--- config.mk ---
export PLATFORM = sky130hd
export DESIGN_NAME = progress_bar_rasterizer
export DESIGN_NICKNAME = d
export VERILOG_FILES = /design/src/design/pbr_pkg.sv /design/src/design/pbr_front.sv /design/src/design/pbr_queue.sv /design/src/design/pbr_back.sv /design/src/design/progress_bar_rasterizer.sv
export SDC_FILE = /design/constraint.sdc
export NUM_CORES = 1
export LEC_CHECK = 0
export BUFFER_PORTS_ARGS = -buffer_cell sky130_fd_sc_hd__clkbuf_2
export CORE_ASPECT_RATIO = 0.7
export CORE_MARGIN = 2
export CORE_UTILIZATION = 56
export CTS_CLUSTER_SIZE = 8
export DETAILED_ROUTE_END_ITERATION = 8
export GPL_TIMING_DRIVEN = 0
export HOLD_SLACK_MARGIN = 0.15
export PLACE_DENSITY_LB_ADDON = 0.12
export SYNTH_ARGS = -nofsm -noshare
export SYNTH_HDL_FRONTEND = slang
export SYNTH_SLANG_ARGS = --single-unit
--- constraint.sdc ---
create_clock -name i_clk -period 6.21 [get_ports i_clk]
set_input_delay 1.242 -clock i_clk [delete_from_list [all_inputs] [get_ports i_clk]]
set_output_delay 1.242 -clock i_clk [all_outputs]
set_load 0.02 [all_outputs]
--- src/design/pbr_pkg.sv ---
// ----------------------------------------------------------------------------
// Progress bar rasterizer package
// Shared word types, status codes and bar geometry constants.
// ----------------------------------------------------------------------------
package pbr_pkg;

    localparam int ROW_BYTES_DEF    = 20;
    localparam int SCREEN_WIDTH_DEF = 160;
    localparam int FRAME_BYTES_DEF  = 860;

    localparam int BAR_WIDTH = 102;
    localparam int BAR_ROWS  = 7;
    localparam int BAR_BYTES = 13;
    localparam int PCT_MAX   = 100;

    localparam logic [7:0] EDGE_LAST  = 8'hFC;
    localparam logic [7:0] CHECK_ODD  = 8'hAA;
    localparam logic [7:0] CHECK_EVEN = 8'h55;
    localparam logic [7:0] BORDER_L   = 8'h80;
    localparam logic [7:0] BORDER_R   = 8'h04;
    localparam logic [7:0] BYTE_FULL  = 8'hFF;

    localparam logic [1:0] ST_OK      = 2'd0;
    localparam logic [1:0] ST_X_RANGE = 2'd1;
    localparam logic [1:0] ST_FRAME   = 2'd2;

    localparam int QUEUE_AW    = 1;
    localparam int QUEUE_DEPTH = 2 ** QUEUE_AW;

    typedef struct packed {
        logic [6:0] percent;
        logic [7:0] x_pos;
        logic [5:0] y_pos;
    } t_in;

    typedef struct packed {
        logic [1:0]  status;
        logic [9:0]  row_address;
        logic [63:0] bytes_low;
        logic [39:0] bytes_high;
        logic        merge_last;
        logic        last;
    } t_out;

    typedef struct packed {
        logic [1:0] status;
        logic [6:0] percent;
        logic [9:0] base;
    } t_desc;

endpackage

--- src/design/pbr_front.sv ---
// ----------------------------------------------------------------------------
// Progress bar front end
// Accepts requests, saturates the fill level, checks the bar against the
// frame and works out the base address, then queues a descriptor.
// ----------------------------------------------------------------------------
module pbr_front #(
    parameter int ROW_BYTES    = pbr_pkg::ROW_BYTES_DEF,
    parameter int SCREEN_WIDTH = pbr_pkg::SCREEN_WIDTH_DEF,
    parameter int FRAME_BYTES  = pbr_pkg::FRAME_BYTES_DEF
) (
    input  logic           i_push,
    input  pbr_pkg::t_in   i_data,
    output logic           o_full,
    output logic           o_q_push,
    output pbr_pkg::t_desc o_q_desc,
    input  logic           i_q_full
);

    localparam logic [9:0]  XLimit   = 10'(SCREEN_WIDTH - 1);
    localparam logic [6:0]  RowLimit = 7'(ROW_BYTES);
    localparam logic [12:0] EndOff   =
        13'(ROW_BYTES * (pbr_pkg::BAR_ROWS - 1) + pbr_pkg::BAR_BYTES - 1);

    logic [9:0]  x_sum;
    logic [4:0]  x_byte;
    logic [11:0] row_base;
    logic [12:0] base;
    logic [12:0] bar_end;
    logic        too_right;
    logic        overrun;

    always_comb begin
        x_sum     = {2'b00, i_data.x_pos} + 10'(pbr_pkg::BAR_WIDTH);
        x_byte    = i_data.x_pos[7:3];
        row_base  = 12'(ROW_BYTES) * {6'b0, i_data.y_pos};
        base      = {1'b0, row_base} + {8'b0, x_byte};
        bar_end   = base + EndOff;
        too_right = x_sum > XLimit;
        overrun   = ({2'b00, x_byte} + 7'(pbr_pkg::BAR_BYTES) > RowLimit) ||
                    (bar_end >= 13'(FRAME_BYTES));

        o_q_desc.percent = (i_data.percent > 7'(pbr_pkg::PCT_MAX)) ?
                           7'(pbr_pkg::PCT_MAX) : i_data.percent;
        o_q_desc.base    = base[9:0];
        if (too_right) begin
            o_q_desc.status = pbr_pkg::ST_X_RANGE;
        end else if (overrun) begin
            o_q_desc.status = pbr_pkg::ST_FRAME;
        end else begin
            o_q_desc.status = pbr_pkg::ST_OK;
        end
    end

    assign o_full   = i_q_full;
    assign o_q_push = i_push && !i_q_full;

endmodule

--- src/design/pbr_queue.sv ---
// ----------------------------------------------------------------------------
// Progress bar descriptor queue
// Short queue between front end and row sequencer.
// ----------------------------------------------------------------------------
module pbr_queue (
    input  logic           i_clk,
    input  logic           i_rst_n,
    input  logic           i_push,
    input  pbr_pkg::t_desc i_desc,
    output logic           o_full,
    output logic           o_valid,
    output pbr_pkg::t_desc o_desc,
    input  logic           i_pop
);

    localparam int AW = pbr_pkg::QUEUE_AW;

    pbr_pkg::t_desc r_mem [pbr_pkg::QUEUE_DEPTH];
    logic [AW-1:0]  r_wr;
    logic [AW-1:0]  r_rd;
    logic [AW:0]    r_cnt;
    logic [AW:0]    n_cnt;

    assign o_full  = r_cnt == (AW + 1)'(pbr_pkg::QUEUE_DEPTH);
    assign o_valid = r_cnt != '0;
    assign o_desc  = r_mem[r_rd];

    always_comb begin
        n_cnt = r_cnt;
        if (i_push && !(i_pop && o_valid)) begin
            n_cnt = r_cnt + 1'b1;
        end else if (!i_push && i_pop && o_valid) begin
            n_cnt = r_cnt - 1'b1;
        end
    end

    always_ff @(posedge i_clk) begin
        if (i_push) begin
            r_mem[r_wr] <= i_desc;
        end
    end

    always_ff @(posedge i_clk) begin
        if (!i_rst_n) begin
            r_wr  <= '0;
            r_rd  <= '0;
            r_cnt <= '0;
        end else begin
            r_cnt <= n_cnt;
            if (i_push) begin
                r_wr <= r_wr + 1'b1;
            end
            if (i_pop && o_valid) begin
                r_rd <= r_rd + 1'b1;
            end
        end
    end

endmodule

--- src/design/pbr_back.sv ---
// ----------------------------------------------------------------------------
// Progress bar row sequencer
// Walks the seven rows of a queued bar (or one error word), builds each row's
// bytes and loads one row word a cycle into the output register when free.
// ----------------------------------------------------------------------------
module pbr_back #(
    parameter int ROW_BYTES = pbr_pkg::ROW_BYTES_DEF
) (
    input  logic           i_clk,
    input  logic           i_rst_n,
    input  logic           i_q_valid,
    input  pbr_pkg::t_desc i_q_desc,
    output logic           o_q_pop,
    output logic           o_empty,
    output pbr_pkg::t_out  o_data,
    input  logic           i_pop
);

    localparam logic [2:0] LastRow = 3'(pbr_pkg::BAR_ROWS - 1);

    logic [2:0]     r_row;
    logic [8:0]     r_off;
    pbr_pkg::t_out  r_out;
    logic           r_out_vld;
    pbr_pkg::t_out  n_out;

    logic           load;
    logic           is_err;
    logic           is_edge;
    logic           odd;
    logic [3:0]     pb;
    logic [2:0]     ls;
    logic [7:0]     b1;
    logic [7:0]     cb;
    logic [7:0]     part_chk;
    logic [7:0]     part_full;
    logic [7:0]     row_b [pbr_pkg::BAR_BYTES];

    assign o_empty = !r_out_vld;
    assign o_data  = r_out;
    assign is_err  = i_q_desc.status != pbr_pkg::ST_OK;
    assign load    = i_q_valid && (!r_out_vld || i_pop);
    assign o_q_pop = load && (is_err || r_row == LastRow);

    always_comb begin
        is_edge   = (r_row == 3'd0) || (r_row == LastRow);
        odd       = r_row[0];
        pb        = i_q_desc.percent[6:3];
        ls        = ~i_q_desc.percent[2:0];
        b1        = odd ? pbr_pkg::CHECK_ODD : pbr_pkg::CHECK_EVEN;
        cb        = ls[0] ? ~b1 : b1;
        part_chk  = cb << ls;
        part_full = pbr_pkg::BYTE_FULL << ls;

        for (int i = 0; i < pbr_pkg::BAR_BYTES - 1; i++) begin
            if (is_edge) begin
                row_b[i] = pbr_pkg::BYTE_FULL;
            end else if (4'(i) < pb) begin
                row_b[i] = (i < 8) ? b1 : pbr_pkg::BYTE_FULL;
            end else if (4'(i) == pb) begin
                row_b[i] = (i < 8) ? part_chk : part_full;
            end else begin
                row_b[i] = 8'h00;
            end
        end
        if (is_edge) begin
            row_b[pbr_pkg::BAR_BYTES - 1] = pbr_pkg::EDGE_LAST;
        end else begin
            row_b[pbr_pkg::BAR_BYTES - 1] = pbr_pkg::BORDER_R |
                ((pb == 4'(pbr_pkg::BAR_BYTES - 1)) ? part_full : 8'h00);
            row_b[0] = row_b[0] | pbr_pkg::BORDER_L;
        end

        n_out.status      = i_q_desc.status;
        n_out.row_address = i_q_desc.base + {1'b0, r_off};
        for (int k = 0; k < 8; k++) begin
            n_out.bytes_low[8*k +: 8] = row_b[k];
        end
        for (int k = 0; k < 5; k++) begin
            n_out.bytes_high[8*k +: 8] = row_b[8 + k];
        end
        n_out.merge_last = is_edge;
        n_out.last       = r_row == LastRow;
        if (is_err) begin
            n_out.row_address = '0;
            n_out.bytes_low   = '0;
            n_out.bytes_high  = '0;
            n_out.merge_last  = 1'b0;
            n_out.last        = 1'b1;
        end
    end

    always_ff @(posedge i_clk) begin
        if (load) begin
            r_out <= n_out;
        end
    end

    always_ff @(posedge i_clk) begin
        if (!i_rst_n) begin
            r_out_vld <= 1'b0;
            r_row     <= '0;
            r_off     <= '0;
        end else begin
            if (load) begin
                r_out_vld <= 1'b1;
            end else if (i_pop) begin
                r_out_vld <= 1'b0;
            end
            if (o_q_pop) begin
                r_row <= '0;
                r_off <= '0;
            end else if (load) begin
                r_row <= r_row + 1'b1;
                r_off <= r_off + 9'(ROW_BYTES);
            end
        end
    end

endmodule

--- src/design/progress_bar_rasterizer.sv ---
// ----------------------------------------------------------------------------
// Progress bar rasterizer
// Renders a seven-row, 13-byte progress bar into row writes for a
// 1-bit-per-pixel frame buffer, or one error word for a bad position.
// ----------------------------------------------------------------------------
// Path from push to result ports: descriptor queue, then output register.
// A drawn bar yields seven row words, a rejected request one error word; the
// row sequencer loads one row word a cycle into the output register if free.
// Reset: synchronous, empties the descriptor queue and the output register.
module progress_bar_rasterizer #(
    parameter int ROW_BYTES    = pbr_pkg::ROW_BYTES_DEF,
    parameter int SCREEN_WIDTH = pbr_pkg::SCREEN_WIDTH_DEF,
    parameter int FRAME_BYTES  = pbr_pkg::FRAME_BYTES_DEF
) (
    input  logic          i_clk,
    input  logic          i_rst_n,
    input  logic          push,
    output logic          full,
    input  pbr_pkg::t_in  i_data,
    output logic          empty,
    input  logic          pop,
    output pbr_pkg::t_out o_data
);

    logic           q_push;
    logic           q_full;
    logic           q_valid;
    logic           q_pop;
    pbr_pkg::t_desc q_in;
    pbr_pkg::t_desc q_out;

    pbr_front #(
        .ROW_BYTES    (ROW_BYTES),
        .SCREEN_WIDTH (SCREEN_WIDTH),
        .FRAME_BYTES  (FRAME_BYTES)
    ) u_front (
        .i_push   (push),
        .i_data   (i_data),
        .o_full   (full),
        .o_q_push (q_push),
        .o_q_desc (q_in),
        .i_q_full (q_full)
    );

    pbr_queue u_queue (
        .i_clk   (i_clk),
        .i_rst_n (i_rst_n),
        .i_push  (q_push),
        .i_desc  (q_in),
        .o_full  (q_full),
        .o_valid (q_valid),
        .o_desc  (q_out),
        .i_pop   (q_pop)
    );

    pbr_back #(
        .ROW_BYTES (ROW_BYTES)
    ) u_back (
        .i_clk     (i_clk),
        .i_rst_n   (i_rst_n),
        .i_q_valid (q_valid),
        .i_q_desc  (q_out),
        .o_q_pop   (q_pop),
        .o_empty   (empty),
        .o_data    (o_data),
        .i_pop     (pop)
    );

endmodule
# == Word level (Yosys, flattened, before mapping) ==
# Memory sizes are Yosys's and may differ from the RTL's. A register that Yosys moved wholly into a read port is not among the register bits.
# Cells that the tools add are included.
# word_totals
register_bits,135
ram_bits,38
output_inout_bits,120
n_memories,1
# mem_list
name,words,width,read_ports,rd_clocked_by_memory_dff,wr,line_no,text
u_queue.r_mem,2,19,1,1,1,pbr_queue.sv:18,pbr_pkg::t_desc r_mem [pbr_pkg::QUEUE_DEPTH];
# classes
addsub,11
mul,1
magnitude_cmp,16
eq_ne,14
shifts,2
n_mux,52
bitwise,4
n_reduce_logical,23
# ops
cell,n
two-way mux 8 bit,41
== test 3 x 4 -> 1 bit (first input constant),4
== test 4 bit (first input constant),4
less-than comparator 3 x 4 -> 1 bit (first input constant),4
less-than comparator 4 bit (first input constant),4
adder 13 x 8 -> 13 bit (second input constant),1
>= comparator 13 x 10 -> 1 bit (second input constant),1
adder 11 x 5 -> 12 bit,1
adder 10 x 9 -> 10 bit,1
> comparator 10 x 8 -> 1 bit (second input constant),1
adder 8 x 7 -> 9 bit (second input constant),1
adder 9 x 5 -> 9 bit (second input constant),1
multiplier 3 x 6 -> 9 bit (first input constant),1
== test 2 x 4 -> 1 bit (first input constant),2
less-than comparator 1 x 4 -> 1 bit (first input constant),2
less-than comparator 2 x 4 -> 1 bit (first input constant),2
two-way mux 2 bit,4
NOT 8 bit,1
nonzero test 2 bit,4
left shift 8 x 3 -> 8 bit,1
left shift 8 x 3 -> 8 bit (first input constant),1
> comparator 7 x 5 -> 1 bit (second input constant),1
> comparator 7 bit (second input constant),1
logical AND 1 bit,7
other kinds (19),32

# == Logic depth before layout (Yosys ltp) ==
# Gate-level depths: netlist of run 1.
# logic_depth
ltp_word,8
mapped_depth,15
depth_no_buf,12

# == Hierarchy ==
# A second synthesis of run 1 with hierarchy kept.
# unflattened
hier_cells,700
hier_area_um2,8358.0
# by_module_without_submodules
module,n_inst,cells_each,area_each_um2
pbr_back,1,485,5769.3
pbr_queue,1,84,1645.3
pbr_front,1,131,943.4

# == Least setup slack after synthesis of run 1 ==
# Ideal clock, no wire load.
# synth_timing
kind,input to register
start,input pop
end,"register u_back.r_out, in the netlist u_back.o_data[0], enable pin"
setup_time_ns,1.171
arrival_ns,4.066
required_time_ns,5.039
path_slack_ns,0.974
stages,2
path_buffers,0
path_cell_list,o22ai_1 -> clkinv_1
# synth_via
elab_chain_len,2
# synth_lines
item,line_no,text
from (decl),progress_bar_rasterizer.sv:21,"input logic pop,"
logical OR 1 bit,pbr_back.sv:42,assign load = i_q_valid && (!r_out_vld || i_pop);
logical AND 1 bit,pbr_back.sv:42,
net u_back.load,pbr_back.sv:27,logic load;
to (signal assigned),pbr_back.sv:95,r_out <= n_out;
to (decl),pbr_back.sv:23,pbr_pkg::t_out r_out;
# The timed path passes the listed nets, and every way through them passes these cells.
# A chain may end at the register's enable or synchronous reset.

==> metrics.txt, run 1 <==
Non-Filler Instances 1080; number of global-route vias before repair roughly 5900; register bit total from synthesis 172; nets@finish just over 900; post-CTS setup buffers 0; CP endpoint kind flip-flop; Routed Antenna Nets 0; Post-Synth XOR/XNOR Area 0.02281; CTS H-tree depth 4; Rel. slew slack 0.2460; commonest non-fill, non-tap cell in the layout edfxtp_1; total congestion overflow 0; worst-margin pin slew roughly 1.1 ns; LEAKAGE 4.109 nW; first-pass GRT wire length 30860 µm; MaxCap Viol Count 0; # rows 37; Post-Route M1 WL roughly 9000 µm; Worst EP required 6.48 ns; largest family of logic cells by synthesized area compound AO/OA/AOI/OAI gates; clk slew on worst S/H paths ~0.07 ns; yosys warns 0; Setup Viol. Count Final 0; Fmax achieved 276.2 MHz; Simple-Gate Fraction of Synth Area 0.1256; CP Class reg -> reg; WL per Instance 18.16 µm; drt initial violations 748; Seq/Total Area, Yosys 0.6002; slowest CP cell dfxtp_1; CP cell instances buf_6 -> buf_8 -> buf_6 -> buf_2 -> mux2i_1 -> inv_1 -> ha_1 -> a21o_1 -> a21o_1 -> a21o_1 -> a21oi_1 -> o21bai_1 -> a21oi_1 -> mux2i_1; number of antenna violations at the first check in global routing 0; total number of vias 6188; final hold slack about 0.5 ns; Crit path largest cell delay 0.51 ns; Peak VDD IR around 0.00024 V; Synth cell types 73; Critical Path Most Common Cell a21o_1; Hold Path Class reg -> reg; clk_skew 0.01087 ns; pwr dens 381.1 nW/µm²; Post-Syn Area per Cell 11.78 µm²; drt pass-1 iters 6; largest net degree at the start of global routing 71; multiplexer share of the synthesized area 0.02746; final WL 19610 µm; die area 15900 µm²; die width 149.8 µm; WL met3 ~1900 µm; final core occ 0.6809; Die H 106.1 µm; core area roughly 15000 µm²; Ant. Diodes 0; Fin. Hold Viols 0; I/O pins 145; synthesized instance count between 700 and 800; Port Buffer Count about 140; cts bufs inserted 17; worst-path fanout max 10; Synth Area in Compound Gates 0.1454; most frequent cells in the layout edfxtp_1, clkbuf_2, a21oi_1; drt drc 0; Via-to-Cell Ratio roughly 5.7; post-DP HPWL 14390 µm; cell area after synthesis 8338 µm²; period utilization 0.5831; max-slew violation count 0; number of synthesized flops with an enable pin 156; Synth-to-Final Area Change 19.46%; clk_lat worst skew 0.43 ns; CTS sink count 172; TritonCTS clock tree yes; Total GRT Usage 0.2567; post-CTS sizing 0; final worst slack 2.589 ns; status complete, no violations; Top Metal Used met4; Multi-input gate area 3054 µm²; initial core utilization 0.5700; async set-reset flop share out of synthesis 0; dpl ws around 2.2 ns; CTS max path bufs 2; layout cells sized above 1 0.2712; Root Driver clkbuf_16; cts hold-fix bufs 0; worst path arrival time 3.89 ns; Top FF cell, synth edfxtp_1; placed cells ~1000; Placer Congestion 0.9247; Synth Area in Adders 0.04472; fill cell count 1126; Final min period 3.621 ns; startpoint types flip-flop; register area 5005 µm²; Post-Syn Nets 761; RSZ-0062 raised after global routing false; routed wl met2 8386 µm
==> flip-flops by register name, indices dropped and copies added, names as in the netlist, named ones only <==
name              count
u_queue.r_cnt         2
u_back.o_data       118
u_queue.r_mem        38
u_back.r_off          7
u_back.r_row          3
u_back.r_out_vld      1
u_queue.r_wr          1
u_queue.r_rd          1
==> cell families (layout without fill, tap and decap cells) <==
logic type / Yosys count / in the layout
buf+inv: 63 / 240
simple gates: 214 / 214
mux: 20 / 20
compound gates: 191 / 191
xor+xnor: 20 / 20
flops: 172 / 172
fa+ha+maj: 28 / 28
==> final timing paths <==
kind                                start                                to  slack, ns  cells past startpoint
min          u_back.r_row[1]$_SDFFE_PP0P_      u_back.r_row[1]$_SDFFE_PP0P_       0.50                      2
max reg2reg                     flip-flop  u_back.o_data[115]$_SDFFCE_PP0P_       2.59                     14
max                             flip-flop  u_back.o_data[115]$_SDFFCE_PP0P_       2.59                     14
min reg2reg  u_back.r_row[1]$_SDFFE_PP0P_      u_back.r_row[1]$_SDFFE_PP0P_       0.50                      2
==> synthesized netlist by cell type, drive strengths merged (2+ instances only) <==
| cell type | n | share of area |
|---|---|---|
| nor2b | 9 | 0.0068 |
| fa | 3 | 0.0072 |
| o21ai | 34 | 0.022 |
| mux2 | 10 | 0.014 |
| nand2 | 74 | 0.034 |
| a21oi | 97 | 0.061 |
| or3 | 2 | 0.0015 |
| o21bai | 2 | 0.0018 |
| mux2i | 10 | 0.014 |
| nor4b | 2 | 0.0036 |
| a31oi | 3 | 0.0023 |
| and3 | 5 | 0.0038 |
| nor2 | 67 | 0.035 |
| a21boi | 4 | 0.0036 |
| edfxtp | 156 | 0.56 |
| ha | 25 | 0.038 |
| o32a | 3 | 0.0066 |
| xnor2 | 14 | 0.016 |
| buf | 13 | 0.011 |
| inv | 40 | 0.018 |
| and2 | 11 | 0.0083 |
| nand3 | 14 | 0.0084 |
| o221ai | 2 | 0.0021 |
| nor3 | 9 | 0.0060 |
| clkinv | 2 | 0.00090 |
| o22ai | 2 | 0.0023 |
| clkbuf | 8 | 0.0036 |
| a21o | 16 | 0.015 |
| a211oi | 5 | 0.0045 |
| nand2b | 10 | 0.0084 |
| o21a | 4 | 0.0036 |
| dfxtp | 16 | 0.038 |
| o31a | 4 | 0.0042 |
| o31ai | 5 | 0.0045 |
| a32oi | 3 | 0.0041 |
| or2 | 8 | 0.0066 |
| xor2 | 6 | 0.0072 |
==> through the flow <==
stage | area (µm²) | total power [mW] | TNS (ns)
6_report | 9961 | 3.796 | 0
5_1_grt | 9961 | 3.960 | 0
4_1_cts | 9961 | 3.800 | 0
3_5_place_dp | 9348 | 2.707 | 0
3_3_place_gp | 9298 | 2.682 | -76.28
2_1_floorplan | 8338 | 2.363 | 0
==> layer usage <==
metal	GRT usage	vias up
met3	0.05408	19
met2	0.3702	329
met1	0.3941	2932
met5	0	-
met4	0.07345	0
li1	-	2908
==> where the power goes <==
part | internal, mW | leakage [nW] | switching [mW]
sequential | 1.52 | 1.63 | 0.0711
combinational | 0.342 | 2.18 | 0.759
clock | 0.646 | 0.298 | 0.455
total | 2.51 | 4.11 | 1.29
==> cell type report <==
| class | instances | area share |
|---|---|---|
| inverter | 42 | 0.01633 |
| clock inverter | 13 | 0.01809 |
| sequential | 172 | 0.5024 |
| multi-input combinational | 473 | 0.3066 |
| buffer | 21 | 0.01244 |
| timing repair buffer | 145 | 0.07612 |
| clock buffer | 19 | 0.04346 |
| tap | 195 | 0.02449 |
==> worst max-delay path, delay by kind of cell, from the launching register on <==
kind	cells	cell delay, ns
DFF	1	0.51
muxes	2	0.71
AOI/OAI and AO/OA	6	1.02
adders and majority gates	1	0.30
buffers and inverters	5	0.92
Power figures use the tool's default switching activity.
==> inputs of run 2 (changes only) <==
--- a/config.mk
+++ b/config.mk
@@ -8,7 +8,7 @@
 export BUFFER_PORTS_ARGS = -buffer_cell sky130_fd_sc_hd__clkbuf_2
 export CORE_ASPECT_RATIO = 0.7
 export CORE_MARGIN = 2
-export CORE_UTILIZATION = 56
+export CORE_UTILIZATION = 51
 export CTS_CLUSTER_SIZE = 8
 export DETAILED_ROUTE_END_ITERATION = 8
 export GPL_TIMING_DRIVEN = 0
==> constraint.sdc (replaced) <==
create_clock -name i_clk -period 2.9 [get_ports i_clk]
set_input_delay 0.58 -clock i_clk [delete_from_list [all_inputs] [get_ports i_clk]]
set_output_delay 0.58 -clock i_clk [all_outputs]
set_load 0.02 [all_outputs]
==> metrics.txt, run 2 (synthesized netlist as in run 1, its figures left out) <==
Placer Congestion 0.8514 (was 0.9247); drt drc 0 (unchanged); Fin. Hold Viols 0 (unchanged); Via-to-Cell Ratio 5.514 (was 5.730); commonest non-fill, non-tap cell in the layout edfxtp_1 (unchanged); final core occ 0.6249 (was 0.6809); core area 16150 µm² (was 14630 µm²); startpoint types input pin (was flip-flop); largest net degree at the start of global routing 124 (was 71); Final min period 2.787 ns; number of global-route vias before repair 5618 (was 5891); Pint 5.318 mW (was 2.510 mW); worst-margin pin slew 0.9076 ns (was 1.131 ns); WL per Instance 17.70 µm (was 18.16 µm); CP Class in -> reg (was reg -> reg); clk slew on worst S/H paths 0.07 ns (about the same); nets@finish 926 (was 925); Critical Path Most Common Cell inv_1 (was a21o_1); Clock power frac 0.275 (was 0.290); Routed Antenna Nets 0 (unchanged); first-pass GRT wire length 30220 µm (was 30860 µm); CTS sink count 172 (unchanged); worst-path fanout max 5 (was 10); sw power 2.753 mW (was 1.286 mW); Ant. Diodes 0 (unchanged); Non-Filler Instances 1110 (was 1080); status complete, no violations (unchanged); most frequent cells in the layout edfxtp_1, clkbuf_2, a21oi_1 (unchanged); sequential power share 0.424 (was 0.420); LEAKAGE 4.128 nW (was 4.109 nW); Setup Viol. Count Final 0 (unchanged); Multi-input gate area 3152 µm² (was 3054 µm²); Worst EP required 3.06 ns (was 6.48 ns); number of antenna violations at the first check in global routing 0 (unchanged); drt pass-1 iters 5 (was 6); initial core utilization 0.5162 (was 0.5700); placed cells 1077 (was 1048); max-slew violation count 0 (unchanged); cts hold-fix bufs 0 (unchanged); die width 156.8 µm (was 149.8 µm); total number of vias 6121 (was 6188); I/O pins 145 (unchanged); max reg flops 118 (unchanged); period utilization 0.9611; worst path arrival time 2.95 ns (was 3.89 ns); CP cell instances clkbuf_2 -> ha_2 -> inv_1 -> fa_1 -> inv_2 -> ha_1 -> inv_1 -> a211oi_1 -> o221ai_1 -> a21o_1 -> o31ai_1 -> o2bb2ai_1 -> a31oi_2 (was buf_6 -> buf_8 -> buf_6 -> buf_2 -> mux2i_1 -> inv_1 -> ha_1 -> a21o_1 -> a21o_1 -> a21o_1 -> a21oi_1 -> o21bai_1 -> a21oi_1 -> mux2i_1); Combinational Power Share 0.301 (was 0.290); Synth-to-Final Area Change 21.05% (was 19.46%); CTS max path bufs 2 (unchanged); crit-path leading delay family compound AO/OA/AOI/OAI gates (unchanged); drt initial violations 612 (was 748); pwr dens 799.6 nW/µm² (was 381.1 nW/µm²); TritonCTS clock tree yes (unchanged); cts bufs inserted 17 (unchanged); register area 5009 µm² (was 5005 µm²); MaxCap Viol Count 0 (unchanged); switch share 0.3411 (was 0.3387); layout cells sized above 1 0.2915 (was 0.2712); CP endpoint kind flip-flop (unchanged); CTS H-tree depth 4 (unchanged); Port Buffer Count 143 (unchanged); Crit path buffers/inverters 4 (was 5); Total GRT Usage 0.2284 (was 0.2567); Fmax achieved 358.8 MHz; # rows 39 (was 37); clk_lat worst skew 0.43 ns (about the same); die area 17400 µm² (was 15900 µm²); Die H 111.0 µm (was 106.1 µm); Crit path largest cell delay 0.47 ns (was 0.51 ns); final WL 19650 µm (was 19610 µm); fill cell count 1290 (was 1126); Root Driver clkbuf_16 (unchanged); slowest CP cell fa_1 (was dfxtp_1); total congestion overflow 0 (unchanged); Hold Path Class in -> reg (was reg -> reg); post-DP HPWL 14210 µm (was 14390 µm); Rel. slew slack 0.3949 (was 0.2460); clk_skew 0.009897 ns (was 0.01087 ns); Peak VDD IR 0.0004106 V (was 0.0002394 V)
run 2: final timing paths:
check                                     from                          endpoint  slack [ns]  cells past startpoint
setup / recovery                    i_data[11]    u_queue.r_mem[0][18]$_DFFE_PP_        0.11                     13
hold / removal                      i_data[10]     u_queue.r_mem[0][1]$_DFFE_PP_        0.38                      1
setup reg to reg                     flip-flop  u_back.o_data[115]$_SDFFCE_PP0P_        0.15                     12
hold reg to reg   u_back.r_row[1]$_SDFFE_PP0P_      u_back.r_row[1]$_SDFFE_PP0P_        0.52                      2
run 2: per-layer routing:
layer	wire length, µm	part of all wire	vias up	GRT usage
li1	-	-	2901	-
met3	1717	0.087	15	0.05590
met2	8128	0.41	287	0.3088
met1	9623	0.49	2918	0.3637
met5	0	0	-	0
met4	178	0.0091	0	0.06300
run 2: worst reg2reg max path: cells and delay by family (launching register included):
family	cells	cell delay, ns
multiplexers	2	0.53
buffers and inverters	3	0.36
AO/OA/AOI/OAI	6	1.06
adder cells (fa/ha/maj)	1	0.29
flip-flops	1	0.36
run 2: stage by stage:
| stage | setup TNS [ns] | hold WS (ns) | power, mW | instance area (µm²) | setup WS (ns) |
|---|---|---|---|---|---|
| 3_5_place_dp | -47.75 | 0.5039 | 5.793 | 9365 | -0.4456 |
| 6_report | 0 | 0.3789 | 8.071 | 10090 | 0.1128 |
| 5_1_grt | -0.05564 | 0.3745 | 8.440 | 10090 | -0.02793 |
| 3_3_place_gp | -38.48 | 0.4810 | 5.730 | 9348 | -0.3665 |
| 2_1_floorplan | 0 | 0.4692 | 5.041 | 8351 | 0.01436 |
| 4_1_cts | 0 | 0.3688 | 8.039 | 9978 | 0.007617 |
run 2: power by group through the flow:
stage / clock (mW) / combinational (mW) / sequential, mW
2_1_floorplan: 0 / 1.22 / 3.82
3_3_place_gp: 0 / 2.26 / 3.47
3_5_place_dp: 0 / 2.31 / 3.48
4_1_cts: 2.25 / 2.36 / 3.43
5_1_grt: 2.35 / 2.63 / 3.46
6_report: 2.22 / 2.43 / 3.42
run 2: cell type report:
class	count	share of cell area
Sequential cell	172	0.4962
Multi-Input combinational cell	473	0.3123
Timing Repair Buffer	148	0.07785
Clock buffer	17	0.04215
Tap cell	225	0.02789
Inverter	42	0.01723
Clock inverter	14	0.01426
Buffer	19	0.01215
run 2: repair_timing:
item                                    in CTS  in global routing
pin swaps                                    0                  5
buffers inserted                             0                  3
resized for setup                            6                 18
cloned                                       1                  0
endpoints found under the setup margin     136                 71
==> inputs of run 3 (changes only) <==
--- a/config.mk
+++ b/config.mk
@@ -7,8 +7,7 @@
 export LEC_CHECK = 0
 export BUFFER_PORTS_ARGS = -buffer_cell sky130_fd_sc_hd__clkbuf_2
 export CORE_ASPECT_RATIO = 0.7
-export CORE_MARGIN = 2
-export CORE_UTILIZATION = 51
+export CORE_UTILIZATION = 40
 export CTS_CLUSTER_SIZE = 8
 export DETAILED_ROUTE_END_ITERATION = 8
 export GPL_TIMING_DRIVEN = 0
==> metrics.txt, run 3 (synthesized netlist as in run 1, its figures left out) <==
status complete, no violations (unchanged); HP Start i_data[10] (unchanged); Fin. Hold Viols 0 (unchanged); Post-DP Area 9422 µm² (was 9365 µm²); final WL 20640 µm (was 19650 µm); startpoint types input pin (unchanged); Root Driver clkbuf_16 (unchanged); MaxCap Viol Count 0 (unchanged); final instance area 10120 µm² (was 10090 µm²); first-pass GRT wire length 31340 µm (was 30220 µm); overall power 7.937 mW (was 8.071 mW); clk_skew 0.009843 ns (was 0.009897 ns); R2R setup slack 0.15 ns (about the same); final core occ 0.5032 (was 0.6249); max-slew violation count 0 (unchanged); register area 5009 µm² (unchanged); worst-margin pin slew 0.9101 ns (was 0.9076 ns); Hold EP u_queue.r_mem[1][1]$_DFFE_PP_ (was u_queue.r_mem[0][1]$_DFFE_PP_); sw power 2.800 mW (was 2.753 mW); Clock power frac 0.261 (was 0.275); Setup Viol. Count Final 0 (unchanged); WL per Instance 17.88 µm (was 17.70 µm); Placer Congestion 0.8439 (was 0.8514); Combinational Power Share 0.307 (was 0.301); period utilization 0.9668 (was 0.9611); total congestion overflow 0 (unchanged); worst path arrival time 2.96 ns (was 2.95 ns); length in cells of the worst reg-to-reg path 12 (unchanged); drt drc 0 (unchanged); Hold Path Class in -> reg (unchanged); worst-path fanout max 3 (was 5); Synth-to-Final Area Change 21.43% (was 21.05%); die width 174.6 µm (was 156.8 µm); clk_lat worst skew 0.43 ns (about the same); final hold slack 0.3780 ns (was 0.3789 ns); post-DP HPWL 15040 µm (was 14210 µm); nets@finish 925 (was 926); I/O pins 145 (unchanged); # rows 43 (was 39); Rel. slew slack 0.3933 (was 0.3949); number of antenna violations at the first check in global routing 0 (unchanged); CP endpoint kind flip-flop (unchanged); Port Buffer Count 143 (unchanged); number of global-route vias before repair 5672 (was 5618); placed cells 1122 (was 1077); fill cell count 1803 (was 1290); Die H 122.8 µm (was 111.0 µm); CP Class in -> reg (unchanged); Pint 5.138 mW (was 5.318 mW); pwr dens 784.0 nW/µm² (was 799.6 nW/µm²); Routed Antenna Nets 0 (unchanged); Worst EP required 3.06 ns (about the same); Peak VDD IR 0.0004365 V (was 0.0004106 V); LEAKAGE 4.104 nW (was 4.128 nW); total number of vias 6089 (was 6121); commonest non-fill, non-tap cell in the layout edfxtp_1 (unchanged); clk slew on worst S/H paths 0.06 ns (was 0.07 ns); most frequent cells in the layout edfxtp_1, clkbuf_2, a21oi_1 (unchanged); sequential power share 0.432 (was 0.424); initial core utilization 0.4144 (was 0.5162); drt initial violations 533 (was 612); max reg flops 118 (unchanged); CTS sink count 172 (unchanged); CTS max path bufs 2 (unchanged); FF-to-FF End u_back.o_data[115]$_SDFFCE_PP0P_ (unchanged); Total GRT Usage 0.1952 (was 0.2284); layout cells sized above 1 0.2952 (was 0.2915); largest net degree at the start of global routing 124 (unchanged); die area 21440 µm² (was 17400 µm²); Fmax achieved 356.7 MHz (was 358.8 MHz); Non-Filler Instances 1154 (was 1110); drt pass-1 iters 5 (unchanged); cts bufs inserted 17 (unchanged); Multi-input gate area 3186 µm² (was 3152 µm²); WHS Path Cells 1 (unchanged); switch share 0.3527 (was 0.3411); Ant. Diodes 0 (unchanged); cts hold-fix bufs 0 (unchanged); Via-to-Cell Ratio 5.276 (was 5.514); core area 20120 µm² (was 16150 µm²); CTS H-tree depth 4 (unchanged); TritonCTS clock tree yes (unchanged); Final min period 2.804 ns (was 2.787 ns)
[run 3: cell types whose count changed in the layout (fill, tap and decap cells not counted), moves of 2 or more]
cell	change
nor3_2	+2
inv_6	-3
nor3_1	-2
bufinv_16	-2
clkinv_4	+4
[run 3: area by class of cell]
type	instances	share of cell area
sequential	172	0.4947
multi-input combinational	473	0.3146
buffer	19	0.01162
clock inverter	14	0.009886
inverter	42	0.01693
timing repair buffer	147	0.07687
clock buffer	17	0.04202
tap	270	0.03337
[run 3: metal layers]
| metal | vias up | global-route usage | routed length (µm) |
|---|---|---|---|
| met2 | 222 | 0.2664 | 8477 |
| met1 | 2943 | 0.3057 | 10560 |
| met4 | 0 | 0.05598 | 226 |
| met5 | - | 0 | 0 |
| met3 | 17 | 0.04151 | 1378 |
| li1 | 2907 | - | - |
[run 3: metrics by stage]
stage	setup TNS (ns)	setup WS, ns
2_1_floorplan	0	0.01436
3_3_place_gp	-48.64	-0.4284
3_5_place_dp	-65.11	-0.5643
4_1_cts	0	0.01662
5_1_grt	-0.08766	-0.04346
6_report	0	0.09618
[run 3: worst max-delay path by stage]
stage / startpoint / end / depth (start not counted)
2_1_floorplan: i_data[1] / u_queue.r_mem[0][18]$_DFFE_PP_ / 11
3_3_place_gp: pop / u_back.r_row[2]$_SDFFE_PP0P_ / 6
3_5_place_dp: pop / u_back.r_row[2]$_SDFFE_PP0P_ / 6
4_1_cts: i_data[1] / u_queue.r_mem[0][18]$_DFFE_PP_ / 12
5_1_grt: i_data[1] / u_queue.r_mem[0][18]$_DFFE_PP_ / 12
6_report: i_data[1] / u_queue.r_mem[1][18]$_DFFE_PP_ / 11
[run 3: power groups by stage]
stage | clock [mW] | sequential, mW | combinational, mW
floorplan | 0 | 3.82 | 1.22
global placement | 0 | 3.48 | 2.29
detailed placement | 0 | 3.49 | 2.34
CTS | 2.11 | 3.43 | 2.38
global route | 2.19 | 3.47 | 2.64
finish | 2.07 | 3.43 | 2.44
[run 3: worst max-delay path, stage by stage]
cell and delay (ns):
clkbuf_2 0.11, ha_1 0.30, ha_1 0.24, fa_2 0.42, a21o_1 0.24, a21oi_4 0.20
xnor2_2 0.11, o211a_1 0.16, or2_2 0.30, o2bb2ai_1 0.17, a31oi_2 0.12
[run 3: repair_timing]
item | 4_1_cts | 5_1_grt
resized for setup | 8 | 22
pin swaps | 0 | 4
gates cloned | 1 | 0
setup endpoints to repair | 161 | 7
setup buffers | 0 | 2
